`src/rtl/hsvbc_pkg.sv`:
```
// Shared types and constants for the HSV window blob centroid block.
`timescale 1ns / 1ps
package hsvbc_pkg;

    // Frame geometry: coordinates at or beyond these are clamped
    localparam int MAX_ROWS = 1024;
    localparam int MAX_COLS = 1024;

    // Field widths
    localparam int PIX_W   = 8;
    localparam int COORD_W = 10;
    localparam int SUM_W   = 10;
    localparam int COUNT_W = 21;
    localparam int ACC_W   = 30;
    localparam int FRAC_W  = 4;
    localparam int CENT_W  = 14;
    localparam int QUO_W   = ACC_W + FRAC_W;
    localparam int STEP_W  = $clog2(QUO_W + 1);

    localparam int CFG_ADDR_W = 3;
    localparam int IN_DATA_W  = 48;
    localparam int OUT_DATA_W = 64;

    localparam logic [COUNT_W-1:0] COUNT_MAX = {COUNT_W{1'b1}};
    localparam logic [ACC_W-1:0]   ACC_MAX   = {ACC_W{1'b1}};
    localparam logic [CENT_W-1:0]  CENT_MAX  = {CENT_W{1'b1}};

    // Window reset values
    localparam logic [PIX_W-1:0] HUE_LOW_RST  = 8'd96;
    localparam logic [PIX_W-1:0] HUE_HIGH_RST = 8'd131;
    localparam logic [PIX_W-1:0] SAT_LOW_RST  = 8'd120;
    localparam logic [PIX_W-1:0] SAT_HIGH_RST = 8'd255;
    localparam logic [PIX_W-1:0] VAL_LOW_RST  = 8'd139;
    localparam logic [PIX_W-1:0] VAL_HIGH_RST = 8'd255;

    // Classified pixel queue
    localparam int QUEUE_DEPTH = 4;
    localparam int QPTR_W      = $clog2(QUEUE_DEPTH);
    localparam int QCNT_W      = $clog2(QUEUE_DEPTH + 1);

    typedef enum logic [CFG_ADDR_W-1:0] {
        CFG_HUE_LOW  = 3'd0,
        CFG_HUE_HIGH = 3'd1,
        CFG_SAT_LOW  = 3'd2,
        CFG_SAT_HIGH = 3'd3,
        CFG_VAL_LOW  = 3'd4,
        CFG_VAL_HIGH = 3'd5
    } t_cfg_reg;

    typedef struct packed {
        logic               hit;
        logic [COORD_W-1:0] row;
        logic [COORD_W-1:0] col;
        logic [SUM_W-1:0]   color_sum;
        logic               eof;
    } t_pix_entry;

    typedef struct packed {
        logic full;
        logic empty;
    } t_queue_status;

    typedef enum logic [1:0] {
        BK_ACCUM,
        BK_DIV,
        BK_OUT
    } t_back_state;

endpackage

```
`src/rtl/hsvbc_front.sv`:
```
// Front end: window registers, pixel classification and queue push.
`timescale 1ns / 1ps
module hsvbc_front
    import hsvbc_pkg::*;
(
    input  logic                  i_clk,
    input  logic                  i_rst_n,
    input  logic                  i_cfg_we,
    input  logic [CFG_ADDR_W-1:0] i_cfg_addr,
    input  logic [PIX_W-1:0]      i_cfg_wdata,
    input  logic                  i_valid,
    input  logic [PIX_W-1:0]      i_hue,
    input  logic [PIX_W-1:0]      i_sat,
    input  logic [PIX_W-1:0]      i_val,
    input  logic [COORD_W-1:0]    i_row,
    input  logic [COORD_W-1:0]    i_col,
    input  logic                  i_eof,
    output logic                  o_ready,
    input  t_queue_status         i_q_status,
    output logic                  o_push,
    output t_pix_entry            o_entry
);

    localparam int EXT_W = 13;
    localparam logic [EXT_W-1:0] ROW_LIMIT = EXT_W'(MAX_ROWS - 1);
    localparam logic [EXT_W-1:0] COL_LIMIT = EXT_W'(MAX_COLS - 1);

    logic [PIX_W-1:0] r_hue_low, r_hue_high;
    logic [PIX_W-1:0] r_sat_low, r_sat_high;
    logic [PIX_W-1:0] r_val_low, r_val_high;

    logic [EXT_W-1:0] row_ext, col_ext, row_clamped, col_clamped;
    logic             in_win;

    always_ff @(posedge i_clk) begin
        if (!i_rst_n) begin
            r_hue_low  <= HUE_LOW_RST;
            r_hue_high <= HUE_HIGH_RST;
            r_sat_low  <= SAT_LOW_RST;
            r_sat_high <= SAT_HIGH_RST;
            r_val_low  <= VAL_LOW_RST;
            r_val_high <= VAL_HIGH_RST;
        end else if (i_cfg_we) begin
            unique case (t_cfg_reg'(i_cfg_addr))
                CFG_HUE_LOW:  r_hue_low  <= i_cfg_wdata;
                CFG_HUE_HIGH: r_hue_high <= i_cfg_wdata;
                CFG_SAT_LOW:  r_sat_low  <= i_cfg_wdata;
                CFG_SAT_HIGH: r_sat_high <= i_cfg_wdata;
                CFG_VAL_LOW:  r_val_low  <= i_cfg_wdata;
                CFG_VAL_HIGH: r_val_high <= i_cfg_wdata;
                default: ;  // ignore writes beyond the register list
            endcase
        end
    end

    always_comb begin
        in_win = (i_hue >= r_hue_low) && (i_hue <= r_hue_high) &&
                 (i_sat >= r_sat_low) && (i_sat <= r_sat_high) &&
                 (i_val >= r_val_low) && (i_val <= r_val_high);

        row_ext     = EXT_W'(i_row);
        col_ext     = EXT_W'(i_col);
        row_clamped = (row_ext > ROW_LIMIT) ? ROW_LIMIT : row_ext;
        col_clamped = (col_ext > COL_LIMIT) ? COL_LIMIT : col_ext;

        o_ready = !i_q_status.full;
        o_push  = i_valid && !i_q_status.full;

        o_entry.hit       = in_win;
        o_entry.row       = row_clamped[COORD_W-1:0];
        o_entry.col       = col_clamped[COORD_W-1:0];
        o_entry.color_sum = SUM_W'(i_hue) + SUM_W'(i_sat) + SUM_W'(i_val);
        o_entry.eof       = i_eof;
    end

endmodule

```
`src/rtl/hsvbc_queue.sv`:
```
// Short queue of classified pixels between front and back end.
`timescale 1ns / 1ps
module hsvbc_queue
    import hsvbc_pkg::*;
(
    input  logic          i_clk,
    input  logic          i_rst_n,
    input  logic          i_push,
    input  t_pix_entry    i_entry,
    input  logic          i_pop,
    output t_pix_entry    o_entry,
    output t_queue_status o_status
);

    t_pix_entry        r_mem [QUEUE_DEPTH];
    logic [QPTR_W-1:0] r_wr_ptr, r_rd_ptr;
    logic [QCNT_W-1:0] r_count;
    logic              do_push, do_pop;

    function automatic logic [QPTR_W-1:0] ptr_inc(input logic [QPTR_W-1:0] p);
        return (p == QPTR_W'(QUEUE_DEPTH - 1)) ? '0 : p + 1'b1;
    endfunction

    always_comb begin
        o_status.full  = (r_count == QCNT_W'(QUEUE_DEPTH));
        o_status.empty = (r_count == '0);
        do_push        = i_push && !o_status.full;
        do_pop         = i_pop && !o_status.empty;
        o_entry        = r_mem[r_rd_ptr];
    end

    always_ff @(posedge i_clk) begin
        if (do_push) begin
            r_mem[r_wr_ptr] <= i_entry;
        end
    end

    always_ff @(posedge i_clk) begin
        if (!i_rst_n) begin
            r_wr_ptr <= '0;
            r_rd_ptr <= '0;
            r_count  <= '0;
        end else begin
            if (do_push) begin
                r_wr_ptr <= ptr_inc(r_wr_ptr);
            end
            if (do_pop) begin
                r_rd_ptr <= ptr_inc(r_rd_ptr);
            end
            if (do_push && !do_pop) begin
                r_count <= r_count + 1'b1;
            end else if (do_pop && !do_push) begin
                r_count <= r_count - 1'b1;
            end
        end
    end

endmodule

```
`src/rtl/hsvbc_div.sv`:
```
// Bit-serial restoring divider, one quotient bit per cycle, clamped result.
`timescale 1ns / 1ps
module hsvbc_div
    import hsvbc_pkg::*;
(
    input  logic               i_clk,
    input  logic               i_rst_n,
    input  logic               i_start,
    input  logic [QUO_W-1:0]   i_dividend,
    input  logic [COUNT_W-1:0] i_divisor,
    output logic               o_busy,
    output logic [CENT_W-1:0]  o_quotient
);

    logic               r_busy;
    logic [STEP_W-1:0]  r_steps;
    logic [COUNT_W-1:0] r_divisor;
    logic [COUNT_W-1:0] r_rem;
    logic [QUO_W-1:0]   r_quo;

    logic [COUNT_W:0]   rem_sh;
    logic               take;
    logic [COUNT_W:0]   rem_diff;

    always_comb begin
        rem_sh   = {r_rem, r_quo[QUO_W-1]};
        take     = rem_sh >= {1'b0, r_divisor};
        rem_diff = rem_sh - {1'b0, r_divisor};
    end

    always_ff @(posedge i_clk) begin
        if (!i_rst_n) begin
            r_busy  <= 1'b0;
            r_steps <= '0;
        end else if (i_start) begin
            r_busy  <= 1'b1;
            r_steps <= STEP_W'(QUO_W);
        end else if (r_busy) begin
            r_steps <= r_steps - 1'b1;
            if (r_steps == STEP_W'(1)) begin
                r_busy <= 1'b0;
            end
        end
    end

    // Dividend bits shift out of the top while quotient bits shift in
    always_ff @(posedge i_clk) begin
        if (i_start) begin
            r_divisor <= i_divisor;
            r_rem     <= '0;
            r_quo     <= i_dividend;
        end else if (r_busy) begin
            r_rem <= take ? rem_diff[COUNT_W-1:0] : rem_sh[COUNT_W-1:0];
            r_quo <= {r_quo[QUO_W-2:0], take};
        end
    end

    assign o_busy     = r_busy;
    assign o_quotient = (r_quo[QUO_W-1:CENT_W] != '0) ? CENT_MAX : r_quo[CENT_W-1:0];

endmodule

```
`src/rtl/hsvbc_back.sv`:
```
// Back end: match accumulation, end-of-frame division and result register.
`timescale 1ns / 1ps
module hsvbc_back
    import hsvbc_pkg::*;
(
    input  logic               i_clk,
    input  logic               i_rst_n,
    input  t_pix_entry         i_entry,
    input  t_queue_status      i_q_status,
    output logic               o_pop,
    output logic               o_valid,
    input  logic               i_ready,
    output logic [COUNT_W-1:0] o_match_total,
    output logic [CENT_W-1:0]  o_centroid_row,
    output logic [CENT_W-1:0]  o_centroid_col,
    output logic [SUM_W-1:0]   o_last_color_sum,
    output logic               o_none_found
);

    t_back_state r_state, n_state;

    logic [COUNT_W-1:0] r_match_count, n_match_count;
    logic [ACC_W-1:0]   r_row_accum, n_row_accum;
    logic [ACC_W-1:0]   r_col_accum, n_col_accum;
    logic [SUM_W-1:0]   r_last_sum, n_last_sum;
    logic [COUNT_W-1:0] r_frame_count;

    logic               r_out_valid;
    logic [COUNT_W-1:0] r_out_total;
    logic [CENT_W-1:0]  r_out_row, r_out_col;
    logic [SUM_W-1:0]   r_out_sum;
    logic               r_out_none;

    logic               pop, hit, frame_end, div_start, out_load;
    logic [ACC_W:0]     row_sum, col_sum;
    logic               row_busy, col_busy;
    logic [CENT_W-1:0]  row_quo, col_quo;

    always_comb begin
        pop       = (r_state == BK_ACCUM) && !i_q_status.empty;
        hit       = pop && i_entry.hit;
        frame_end = pop && i_entry.eof;
        row_sum   = {1'b0, r_row_accum} + (ACC_W + 1)'(i_entry.row);
        col_sum   = {1'b0, r_col_accum} + (ACC_W + 1)'(i_entry.col);

        n_match_count = r_match_count;
        n_row_accum   = r_row_accum;
        n_col_accum   = r_col_accum;
        n_last_sum    = r_last_sum;
        if (hit) begin
            n_match_count = (r_match_count == COUNT_MAX) ? COUNT_MAX
                                                         : r_match_count + 1'b1;
            n_row_accum   = (row_sum > (ACC_W + 1)'(ACC_MAX)) ? ACC_MAX
                                                              : row_sum[ACC_W-1:0];
            n_col_accum   = (col_sum > (ACC_W + 1)'(ACC_MAX)) ? ACC_MAX
                                                              : col_sum[ACC_W-1:0];
            n_last_sum    = i_entry.color_sum;
        end

        div_start = frame_end && (n_match_count != '0);
        out_load  = (r_state == BK_OUT) && (!r_out_valid || i_ready);

        n_state = r_state;
        unique case (r_state)
            BK_ACCUM: if (frame_end) n_state = div_start ? BK_DIV : BK_OUT;
            BK_DIV:   if (!row_busy) n_state = BK_OUT;
            BK_OUT:   if (out_load) n_state = BK_ACCUM;
            default:  n_state = BK_ACCUM;
        endcase
    end

    hsvbc_div u_div_row (
        .i_clk      (i_clk),
        .i_rst_n    (i_rst_n),
        .i_start    (div_start),
        .i_dividend ({n_row_accum, FRAC_W'(0)}),
        .i_divisor  (n_match_count),
        .o_busy     (row_busy),
        .o_quotient (row_quo)
    );

    hsvbc_div u_div_col (
        .i_clk      (i_clk),
        .i_rst_n    (i_rst_n),
        .i_start    (div_start),
        .i_dividend ({n_col_accum, FRAC_W'(0)}),
        .i_divisor  (n_match_count),
        .o_busy     (col_busy),
        .o_quotient (col_quo)
    );

    always_ff @(posedge i_clk) begin
        if (!i_rst_n) begin
            r_state       <= BK_ACCUM;
            r_match_count <= '0;
            r_row_accum   <= '0;
            r_col_accum   <= '0;
            r_last_sum    <= '0;
            r_frame_count <= '0;
            r_out_valid   <= 1'b0;
        end else begin
            r_state    <= n_state;
            r_last_sum <= n_last_sum;
            if (frame_end) begin
                // Latch the frame total, clear for the next frame
                r_frame_count <= n_match_count;
                r_match_count <= '0;
                r_row_accum   <= '0;
                r_col_accum   <= '0;
            end else begin
                r_match_count <= n_match_count;
                r_row_accum   <= n_row_accum;
                r_col_accum   <= n_col_accum;
            end
            if (out_load) begin
                r_out_valid <= 1'b1;
            end else if (i_ready) begin
                r_out_valid <= 1'b0;
            end
        end
    end

    always_ff @(posedge i_clk) begin
        if (out_load) begin
            r_out_total <= r_frame_count;
            r_out_none  <= (r_frame_count == '0);
            r_out_row   <= (r_frame_count == '0) ? '0 : row_quo;
            r_out_col   <= (r_frame_count == '0) ? '0 : col_quo;
            r_out_sum   <= r_last_sum;
        end
    end

    assign o_pop            = pop;
    assign o_valid          = r_out_valid;
    assign o_match_total    = r_out_total;
    assign o_centroid_row   = r_out_row;
    assign o_centroid_col   = r_out_col;
    assign o_last_color_sum = r_out_sum;
    assign o_none_found     = r_out_none;

`ifndef SYNTH
    a_div_lockstep: assert property (@(posedge i_clk) disable iff (!i_rst_n)
        row_busy == col_busy)
        else $error("row and column dividers out of step");

    a_clear_after_frame: assert property (@(posedge i_clk) disable iff (!i_rst_n)
        frame_end |=> (r_match_count == '0 && r_row_accum == '0 && r_col_accum == '0))
        else $error("accumulators not cleared after end of frame");

    a_result_from_out: assert property (@(posedge i_clk) disable iff (!i_rst_n)
        $rose(r_out_valid) |-> $past(r_state == BK_OUT))
        else $error("result loaded outside the output state");

    a_none_zero: assert property (@(posedge i_clk) disable iff (!i_rst_n)
        (r_out_valid && r_out_none) |->
            (r_out_total == '0 && r_out_row == '0 && r_out_col == '0))
        else $error("none-found result carries nonzero fields");
`endif

endmodule

```
`src/rtl/hsv_window_blob_centroid.sv`:
```
// Top level of the HSV window blob centroid block.
`timescale 1ns / 1ps
// Color-window blob centroid. Each input beat is one HSV pixel with its row
// and column; tlast marks the last pixel of a frame. A pixel matches when hue,
// saturation and value each lie inside their inclusive window (config
// registers 0..5: hue low/high, sat low/high, val low/high, 8 bits each; a
// window with low above high matches nothing; writes to other indexes are
// ignored). Matches are counted and their row and column summed, with
// coordinates clamped to the frame size and count and sums saturating. The
// H+S+V of the latest match is kept across frames. On the end-of-frame pixel
// one result beat carries the count, both centroids (floor of sum*16/count,
// 4 fraction bits, clamped to 16383), that color sum, and a none-found flag in
// tuser (centroids 0 then); the count and sums then restart. Rate: one pixel
// per clock while a frame streams in. The end-of-frame pixel starts two
// bit-serial dividers that produce one quotient bit per cycle; the output
// state then loads their quotients into the result register; a frame with no
// match skips the division. A four-entry pixel queue between the classifier
// and the accumulator keeps tready high during the first cycles of that
// division, after which the input stalls until the result is loaded. The
// result register lets the next frame stream in while a result waits.
module hsv_window_blob_centroid
    import hsvbc_pkg::*;
(
    input  logic                  i_clk,
    input  logic                  i_rst_n,
    // configuration write port
    input  logic                  i_cfg_we,
    input  logic [CFG_ADDR_W-1:0] i_cfg_addr,
    input  logic [PIX_W-1:0]      i_cfg_wdata,
    // pixel stream
    input  logic                  i_s_axis_tvalid,
    output logic                  o_s_axis_tready,
    // hue[7:0], sat[15:8], val[23:16], row[33:24], col[43:34], zeros[47:44]
    input  logic [IN_DATA_W-1:0]  i_s_axis_tdata,
    input  logic                  i_s_axis_tlast,
    // result stream
    output logic                  o_m_axis_tvalid,
    input  logic                  i_m_axis_tready,
    // match_total[20:0], centroid_row[34:21], centroid_col[48:35],
    // last_color_sum[58:49], zeros[63:59]
    output logic [OUT_DATA_W-1:0] o_m_axis_tdata,
    // none_found[0]
    output logic                  o_m_axis_tuser
);

    localparam int OUT_USED_W = COUNT_W + 2 * CENT_W + SUM_W;

    t_queue_status      q_status;
    t_pix_entry         push_entry, head_entry;
    logic               push, pop;
    logic [COUNT_W-1:0] match_total;
    logic [CENT_W-1:0]  centroid_row, centroid_col;
    logic [SUM_W-1:0]   last_color_sum;

    hsvbc_front u_front (
        .i_clk       (i_clk),
        .i_rst_n     (i_rst_n),
        .i_cfg_we    (i_cfg_we),
        .i_cfg_addr  (i_cfg_addr),
        .i_cfg_wdata (i_cfg_wdata),
        .i_valid     (i_s_axis_tvalid),
        .i_hue       (i_s_axis_tdata[7:0]),
        .i_sat       (i_s_axis_tdata[15:8]),
        .i_val       (i_s_axis_tdata[23:16]),
        .i_row       (i_s_axis_tdata[33:24]),
        .i_col       (i_s_axis_tdata[43:34]),
        .i_eof       (i_s_axis_tlast),
        .o_ready     (o_s_axis_tready),
        .i_q_status  (q_status),
        .o_push      (push),
        .o_entry     (push_entry)
    );

    hsvbc_queue u_queue (
        .i_clk    (i_clk),
        .i_rst_n  (i_rst_n),
        .i_push   (push),
        .i_entry  (push_entry),
        .i_pop    (pop),
        .o_entry  (head_entry),
        .o_status (q_status)
    );

    hsvbc_back u_back (
        .i_clk            (i_clk),
        .i_rst_n          (i_rst_n),
        .i_entry          (head_entry),
        .i_q_status       (q_status),
        .o_pop            (pop),
        .o_valid          (o_m_axis_tvalid),
        .i_ready          (i_m_axis_tready),
        .o_match_total    (match_total),
        .o_centroid_row   (centroid_row),
        .o_centroid_col   (centroid_col),
        .o_last_color_sum (last_color_sum),
        .o_none_found     (o_m_axis_tuser)
    );

    // Pack result fields, lowest field in the lowest bits
    assign o_m_axis_tdata = {(OUT_DATA_W - OUT_USED_W)'(0), last_color_sum,
                             centroid_col, centroid_row, match_total};

endmodule
```
`config.mk`:
```
export PLATFORM = sky130hd
export DESIGN_NAME = hsv_window_blob_centroid
export DESIGN_NICKNAME = d
export VERILOG_FILES = /design/src/rtl/hsvbc_pkg.sv /design/src/rtl/hsvbc_front.sv /design/src/rtl/hsvbc_queue.sv /design/src/rtl/hsvbc_div.sv /design/src/rtl/hsvbc_back.sv /design/src/rtl/hsv_window_blob_centroid.sv
export SDC_FILE = /design/constraint.sdc
export NUM_CORES = 1
export LEC_CHECK = 0
export BUFFER_PORTS_ARGS = -buffer_cell sky130_fd_sc_hd__buf_4
export CAP_MARGIN = 20
export CORE_UTILIZATION = 50
export DETAILED_ROUTE_END_ITERATION = 10
export PLACE_DENSITY = 0.67
export SYNTH_ARGS = -nofsm -noshare
export SYNTH_HDL_FRONTEND = slang
export SYNTH_SLANG_ARGS = --single-unit
export TNS_END_PERCENT = 50
```
`constraint.sdc`:
```
create_clock -name i_clk -period 6.5 [get_ports i_clk]
set_input_delay 0.325 -clock i_clk [delete_from_list [all_inputs] [get_ports i_clk]]
set_output_delay 0.325 -clock i_clk [all_outputs]
set_load 0.1 [all_outputs]
```
==> key figures, run 1 <==
Logic synthesis
  • Post-synth EDFFs: 269
  • Post-synth top area share: 32.5%
  • Mean Syn Cell Area: 10.3 um2
  • Post-synth top area cell: edfxtp_1
  • Synth cell types: 71
  • Ranking of synthesized cells by area: edfxtp_1 (33%), dfxtp_1 (19%), ha_1 (6.9%), nand2_1 (4.3%), nor2_1 (4.0%)
  • Synth Cell Area: 24800 um2
  • Sequential area share after synthesis: 51.6%
  • FFs w/ async S/R, synth: 0%
  • Synth Instances: 2399
  • Synthesis Warnings: 0
  • Synthesis-stage register bit count: 505
  • Top FF cell, synth: edfxtp_1

Setup path
  • Reg-to-reg slack, setup: 1.71 ns
  • CP Launch Type: flop
  • Delay-heaviest family, CP: compound AO/OA/AOI/OAI gates
  • Crit path cell chain: mux4_2 -> and3_4 -> o31ai_2 -> o31ai_1 -> o31ai_1 -> nor3_1 -> nand3_1 -> o22ai_2 -> a22o_1
  • Critical-path maximum fanout: 49
  • Setup CP Type: flop to flop
  • Worst path bufs/invs: 0
  • Crit path largest cell delay: 0.87 ns
  • R2R cell count: 9
  • Most frequent CP cell: o31ai_1
  • Critical path depth: 9
  • Worst EP arrival: 5.29 ns
  • Worst EP required: 7.00 ns
  • Setup crit end kind: flop
  • CP max stage cell: o22ai_2

Clock tree
  • Num CTS Buffers: 52
  • Root Driver: clkbuf_16
  • Clock-pin slew on the worst setup and hold paths: 0.06 ns
  • Post-CTS Hold Fix Bufs: 27
  • Clock buffer depth: 3
  • Total setup buffers inserted after CTS: 0
  • # clock sinks: 505
  • CTS H-Tree Depth: 2
  • CTS tree: built
  • Latest clock arrival within the worst-skew pair: 0.62 ns
  • CTS resizes: 0

Job
  • Max-Cap Viols: 0

Layout
  • Filler cells: 4124
  • Non-Filler Instances: 3237
  • Multi-input gate area: 11100 um2
  • Core Util, Final: 58.0%
  • Share of cells above drive strength 1: 11.4%
  • Most common cell after layout, fill and taps aside: nand2_1
  • Area growth from synthesis to layout: 14.3%
  • Cell area after layout: 28400 um2
  • Nets: 2737
  • Most frequent cells in the layout: nand2_1 (285), edfxtp_1 (269), nor2_1 (264), dfxtp_1 (235), buf_4 (147)
  • Register area: 12800 um2

STA
  • Setup violations, final: 0
  • Crit path time final: 4.79 ns
  • Slew Limit Fails: 0
  • RSZ-0062 raised after global routing: no
  • Final worst clock skew: 0.0284 ns
  • TNS Setup: 0 ns
  • Relative slew slack: 29.7%
  • Final Cycle Share: 73.7%
  • Least-Margin Pin Slew: 1.05 ns
  • Final Worst Setup Slack: 1.71 ns
  • Hold_ws: 0.0332 ns
  • Final hold vios: 0
  • Fmax: 209 MHz

Pwr
  • Switch share: 41.7%
  • Pleak: 11.2 nW
  • Clock power frac: 21.6%
  • Net Sw Power: 5.83 mW
  • Total power: 14.0 mW
  • VDD IR max: 340 uV
  • P per Cell Area: 492 nW/um2
  • Reg power frac: 34.8%
  • Combinational power share: 43.6%
  • Internal: 8.15 mW

Route
  • Wirelength per Cell: 18.0 um
  • Pre-antenna DRT Iters: 5
  • Via count: 18400
  • Vias/cell: 5.69
  • ANT nets after route: 0
  • Post-Route WL: 58.4 mm
  • Initial drt markers: 1342
  • DRC: 0

Min path
  • Hold Path Class: primary input to flop
  • Hold Crit Depth: 3

Die
  • Full die area: 50500 um2
  • Core Box Area: 49000 um2
  • IO Count: 132
  • Starting density of the core: 50.7%
  • Die W: 225 um
  • Std-Cell Rows: 81
  • Die Height: 225 um

Global route
  • Via count of the first global-routing pass: 17900
  • Largest net degree at the start of global routing: 91
  • First-pass GRT wire length: 92.9 mm
  • Gr ovfl total: 0
  • Total GRT Usage: 23.0%
  • Initial antenna violation count: 1

Placed design
  • Port Buffers: 122
  • Placed cells: 3107
  • HPWL after DPL: 39.5 mm
  • Final Wtd Congestion: 0.890
  • Post-place setup slack: 1.70 ns
  • Placed Instance Area: 26300 um2

Status
  • Status: finished clean
## synthesized netlist by cell type, types with 21 or more instances
master    instances
nor4_1           23
o21ai_0          87
mux4_2           31
o211ai_1         37
dfxtp_1         236
edfxtp_1        269
nand3_1          64
a211oi_1         28
mux2i_1          50
a21o_1           39
a21oi_1         116
xor2_1           37
nand2_1         286
ha_1            137
clkbuf_1         71
inv_1           127
o221ai_1         40
and3_1           35
nor3_1           34
nor2b_1          28
nand4_1          21
a21boi_0         50
xnor2_1          46
nor2_1          264
## cell families (layout without fill, tap and decap cells)
| group | after synthesis | in the layout | synth area share (%) |
|---|---|---|---|
| AND/OR/NAND/NOR | 822 | 822 | 14.9 |
| AO/OA/AOI/OAI | 528 | 528 | 14.4 |
| multiplexers | 83 | 83 | 4.92 |
| flip-flops | 505 | 505 | 51.6 |
| adder cells (fa/ha/maj) | 144 | 144 | 7.47 |
| buffers and inverters | 233 | 402 | 3.83 |
| XOR/XNOR | 83 | 83 | 2.93 |
| other | 1 | 6 | 0.0151 |
## worst min-delay path, cell delays in order
cell,delay (ns)
buf_4,0.13
nand2_1,0.06
o211ai_1,0.08
## path summary, 6_finish.rpt
path,start,endpoint
min,i_cfg_wdata[3],u_front.r_val_low[3]$_SDFFE_PN1P_
min reg2reg,u_back.r_last_sum[0]$_SDFFE_PN0P_,u_back.o_last_color_sum[0]$_DFFE_PP_
max reg2reg,flop,u_back.u_div_row.r_quo[31]$_DFFE_PP_
max,flop,u_back.u_div_row.r_quo[31]$_DFFE_PP_
## layout make-up
class                   count  share of cell area, %
flip-flops and latches    505                   45.1
clock buffers              74                   5.12
multi-input cells        1665                   39.2
well taps                 664                   2.93
inverters                 128                   1.69
clock inverters            24                  0.992
diodes                      1                0.00882
repair buffers            176                   4.94
## metal layers
metal | up-vias | wire (um) | share of wire [%] | GRT usage [%]
met5 | - | 0 | 0 | 0
met1 | 8857 | 25700 | 44 | 30.8
met3 | 86 | 3590 | 6.2 | 3.51
li1 | 8933 | - | - | -
met4 | 0 | 1400 | 2.4 | 7.33
met2 | 544 | 27700 | 47 | 38.3
## registers in the layout (all words and copies together), names as in the netlist, 8 cells and up, named ones only
signal                      flops
u_back.o_centroid_col          14
u_back.o_centroid_row          14
u_back.o_last_color_sum        10
u_back.o_match_total           21
u_back.r_col_accum             30
u_back.r_frame_count           21
u_back.r_last_sum              10
u_back.r_match_count           21
u_back.r_row_accum             30
u_back.u_div_col.r_quo         34
u_back.u_div_col.r_rem         21
u_back.u_div_row.r_divisor     21
u_back.u_div_row.r_quo         34
u_back.u_div_row.r_rem         21
u_front.r_hue_high              8
u_front.r_hue_low               8
u_front.r_sat_high              8
u_front.r_sat_low               8
u_front.r_val_high              8
u_front.r_val_low               8
u_queue.r_mem                 128
## power groups by stage
stage / combinational (mW) / sequential (mW) / clock, mW
2_1_floorplan: 3.86 / 5.63 / 0
3_3_place_gp: 5.88 / 4.89 / 0
3_5_place_dp: 6.01 / 4.92 / 0
4_1_cts: 6.06 / 4.86 / 3.08
5_1_grt: 6.65 / 4.95 / 3.18
6_report: 6.09 / 4.86 / 3.02
Note: power is estimated with default switching activity, not from simulation.
==> inputs of run 2 (changes only) <==
--- a/config.mk
+++ b/config.mk
@@ -9,7 +9,7 @@
 export CAP_MARGIN = 20
 export CORE_UTILIZATION = 50
 export DETAILED_ROUTE_END_ITERATION = 10
-export PLACE_DENSITY = 0.67
+export PLACE_DENSITY = 0.7
 export SYNTH_ARGS = -nofsm -noshare
 export SYNTH_HDL_FRONTEND = slang
 export SYNTH_SLANG_ARGS = --single-unit
==> constraint.sdc (replaced) <==
create_clock -name i_clk -period 3.8 [get_ports i_clk]
set_input_delay 0.19 -clock i_clk [delete_from_list [all_inputs] [get_ports i_clk]]
set_output_delay 0.19 -clock i_clk [all_outputs]
set_load 0.1 [all_outputs]
==> run 2 against run 1 <==
Clock power rose by 68%; via count grew 1.2%; register-to-register slack got worse by 1.6 ns; largest cell class unchanged.
==> key figures, run 2 (synthesis gave the netlist of run 1 again) <==
Setup path
  • Reg-to-reg slack, setup: 0.13 ns (-1.58 ns)
  • Critical-path maximum fanout: 30 (-39%)
  • Crit path cell chain: ha_1 -> nand2_1 -> or3_1 -> nor3_2 -> o21ai_0 -> a21oi_1 -> nor4_4 -> a31o_2 -> inv_2 -> buf_12
  • Worst EP required: 4.10 ns (-2.90 ns)
  • CP max stage cell: nor3_2
  • Crit path largest cell delay: 0.53 ns (-0.34 ns)
  • Worst EP arrival: 3.96 ns (-1.33 ns)
  • Critical Path End: u_back.u_div_row.r_divisor[13]$_DFFE_PP_
  • Setup CP Type: flop to flop
  • R2R cell count: 10 (+1)
  • RR Startpoint: u_back.r_match_count[0]$_SDFF_PP0_
  • Worst setup path start: u_back.r_match_count[0]$_SDFF_PP0_
  • Worst r2r dst: u_back.u_div_row.r_divisor[13]$_DFFE_PP_
  • CP Launch Type: flop
  • Setup crit end kind: flop

Global route
  • Largest net degree at the start of global routing: 75 (-18%)
  • Total GRT Usage: 23.4% (+0.41 points)
  • Via count of the first global-routing pass: 18400 (+2.6%)
  • Gr ovfl total: 0 (unchanged)
  • First-pass GRT wire length: 94.9 mm (+2.2%)
  • Initial antenna violation count: 1 (unchanged)

STA
  • Final worst clock skew: 0.0165 ns (-0.0118 ns)
  • Relative slew slack: 33.5% (+3.8 points)
  • Fmax: 273 MHz (+31%)
  • Final hold vios: 0 (unchanged)
  • RSZ-0062 raised after global routing: yes
  • Setup violations, final: 0 (unchanged)
  • Least-Margin Pin Slew: 0.994 ns (-0.0601 ns)
  • Crit path time final: 3.67 ns (-1.12 ns)
  • Final Cycle Share: 96.5% (+23 points)
  • TNS Setup: 0 ns (unchanged)
  • Slew Limit Fails: 0 (unchanged)

Min path
  • Hold Path Class: primary input to flop

Pwr
  • Internal: 14.2 mW (+75%)
  • Clock power frac: 20.8% (-0.8 points)
  • Switch share: 41.6% (-0.086 points)
  • P per Cell Area: 840 nW/um2 (+71%)
  • Combinational power share: 45.2% (+1.6 points)
  • Net Sw Power: 10.1 mW (+74%)
  • Total power: 24.4 mW (+74%)
  • Reg power frac: 34.1% (-0.7 points)
  • VDD IR max: 738 uV (+120%)
  • Pleak: 11.5 nW (+2.9%)

Route
  • Initial drt markers: 1352 (+0.75%)
  • ANT nets after route: 0 (unchanged)
  • WL met2: 28.1 mm (+1.6%)
  • DRC: 0 (unchanged)
  • DRT met1 WL: 25.9 mm (+0.79%)
  • Wirelength per Cell: 17.8 um (-1.2%)
  • Pre-antenna DRT Iters: 5 (unchanged)
  • Via count: 18600 (+1.2%)
  • Post-Route WL: 58.8 mm (+0.69%)
  • Vias/cell: 5.65 (-0.71%)
  • Met3 Wirelength: 3.15 mm (-12%)
  • Top Metal Used: met4

Placed design
  • Placed Instance Area: 26800 um2 (+1.7%)
  • HPWL after DPL: 41.1 mm (+4.0%)
  • Placed cells: 3161 (+1.7%)
  • Final Wtd Congestion: 0.888 (-0.26%)
  • Port Buffers: 122 (unchanged)

Layout
  • Nets: 2800 (+2.3%)
  • Max reg flops: 128 (unchanged)
  • Biggest register: u_queue.r_mem
  • Cell area after layout: 29000 um2 (+2.2%)
  • Largest registers: u_queue.r_mem x128, u_back.u_div_col.r_quo x34, u_back.u_div_row.r_quo x34
  • Share of cells above drive strength 1: 13.8% (+2.4 points)
  • Most common cell after layout, fill and taps aside: nand2_1
  • Non-Filler Instances: 3300 (+1.9%)
  • Most frequent cells in the layout: nand2_1 (284), edfxtp_1 (269), nor2_1 (264), dfxtp_1 (235), buf_4 (195)
  • Area growth from synthesis to layout: 16.8%
  • Core Util, Final: 59.2% (+1.3 points)

Job
  • Max-Cap Viols: 0 (unchanged)

Clock tree
  • CTS H-Tree Depth: 2 (unchanged)
  • Num CTS Buffers: 51 (-1.9%)
  • CTS tree: built
  • # clock sinks: 505 (unchanged)
  • Clock-pin slew on the worst setup and hold paths: 0.06 ns (about the same)
  • Latest clock arrival within the worst-skew pair: 0.61 ns (about the same)
  • Clock buffer depth: 3 (unchanged)
  • Root Driver: clkbuf_16

Die
  • IO Count: 132 (unchanged)
  • Full die area: 50500 um2 (unchanged)
  • Core Box Area: 49000 um2 (unchanged)
  • Die Height: 225 um (unchanged)
  • Std-Cell Rows: 81 (unchanged)
  • Die W: 225 um (unchanged)
  • Starting density of the core: 50.7% (unchanged)

Status
  • Status: finished clean
## run 2: cell count changes in the layout (fill, tap and decap cells not counted), sizes merged
cell / before / now
diode: 1 / 3
buf: 148 / 203
clkinvlp: 3 / 7
clkinv: 13 / 21
inv: 132 / 130
dlygate4sd3: 27 / 36
clkbuf: 75 / 62
## run 2: worst max-delay path, delay by kind of cell, from the launching register on
family | cells | cell delay [ns]
flops | 1 | 0.40
buf+inv | 2 | 0.54
fa+ha+maj | 1 | 0.28
compound gates | 3 | 0.89
simple gates | 4 | 1.22
## run 2: cell type report
class                   count  area, um2
clock buffers              61       1360
multi-input cells        1665      11200
well taps                 664        831
clock inverters            34        334
diodes                      3       7.51
inverters                 128        480
flip-flops and latches    505      12800
fillers                  3986      20000
repair buffers            240       1970
## run 2: how the worst min path moves through the flow
stage                       start                             end  slack [ns]  cells past startpoint
6_report          i_m_axis_tready     u_back.o_valid$_SDFFE_PN0P_        0.04                      3
5_1_grt           i_m_axis_tready     u_back.o_valid$_SDFFE_PN0P_        0.04                      3
4_1_cts           i_m_axis_tready     u_back.o_valid$_SDFFE_PN0P_        0.04                      3
3_5_place_dp   i_s_axis_tdata[40]  u_queue.r_mem[1][17]$_DFFE_PP_        0.39                      1
3_3_place_gp       i_s_axis_tlast   u_queue.r_mem[1][0]$_DFFE_PP_        0.39                      1
2_1_floorplan      i_s_axis_tlast   u_queue.r_mem[0][0]$_DFFE_PP_        0.29                      0
## run 2: repair_timing
item                                    CTS  global route
setup buffers                             1             2
resized for setup                         2            24
hold buffers                             36             0
pin swaps                                 1             3
endpoints found under the setup margin   18            83
hold endpoints to repair                139             0
## run 2: per-stage QoR
step	hold WS, ns	setup WS [ns]
6_report	0.0409	0.134
5_1_grt	0.0411	-0.0388
4_1_cts	0.0422	0.00687
3_5_place_dp	0.394	-0.0471
3_3_place_gp	0.390	0.0479
2_1_floorplan	0.289	-0.0615
## run 2: routing by layer
layer / up-vias / GRT usage [%]
li1: 9072 / -
met1: 8958 / 31.2
met2: 518 / 39.2
met3: 98 / 3.11
met4: 0 / 8.12
met5: - / 0
## run 2: power groups by stage
stage	Clock, mW	Sequential (mW)	Combinational (mW)
3_3_place_gp	0	8.33	10.5
3_5_place_dp	0	8.37	10.8
6_report	5.06	8.30	11.0
2_1_floorplan	0	9.63	6.62
5_1_grt	5.36	8.43	12.0
4_1_cts	5.16	8.28	10.9
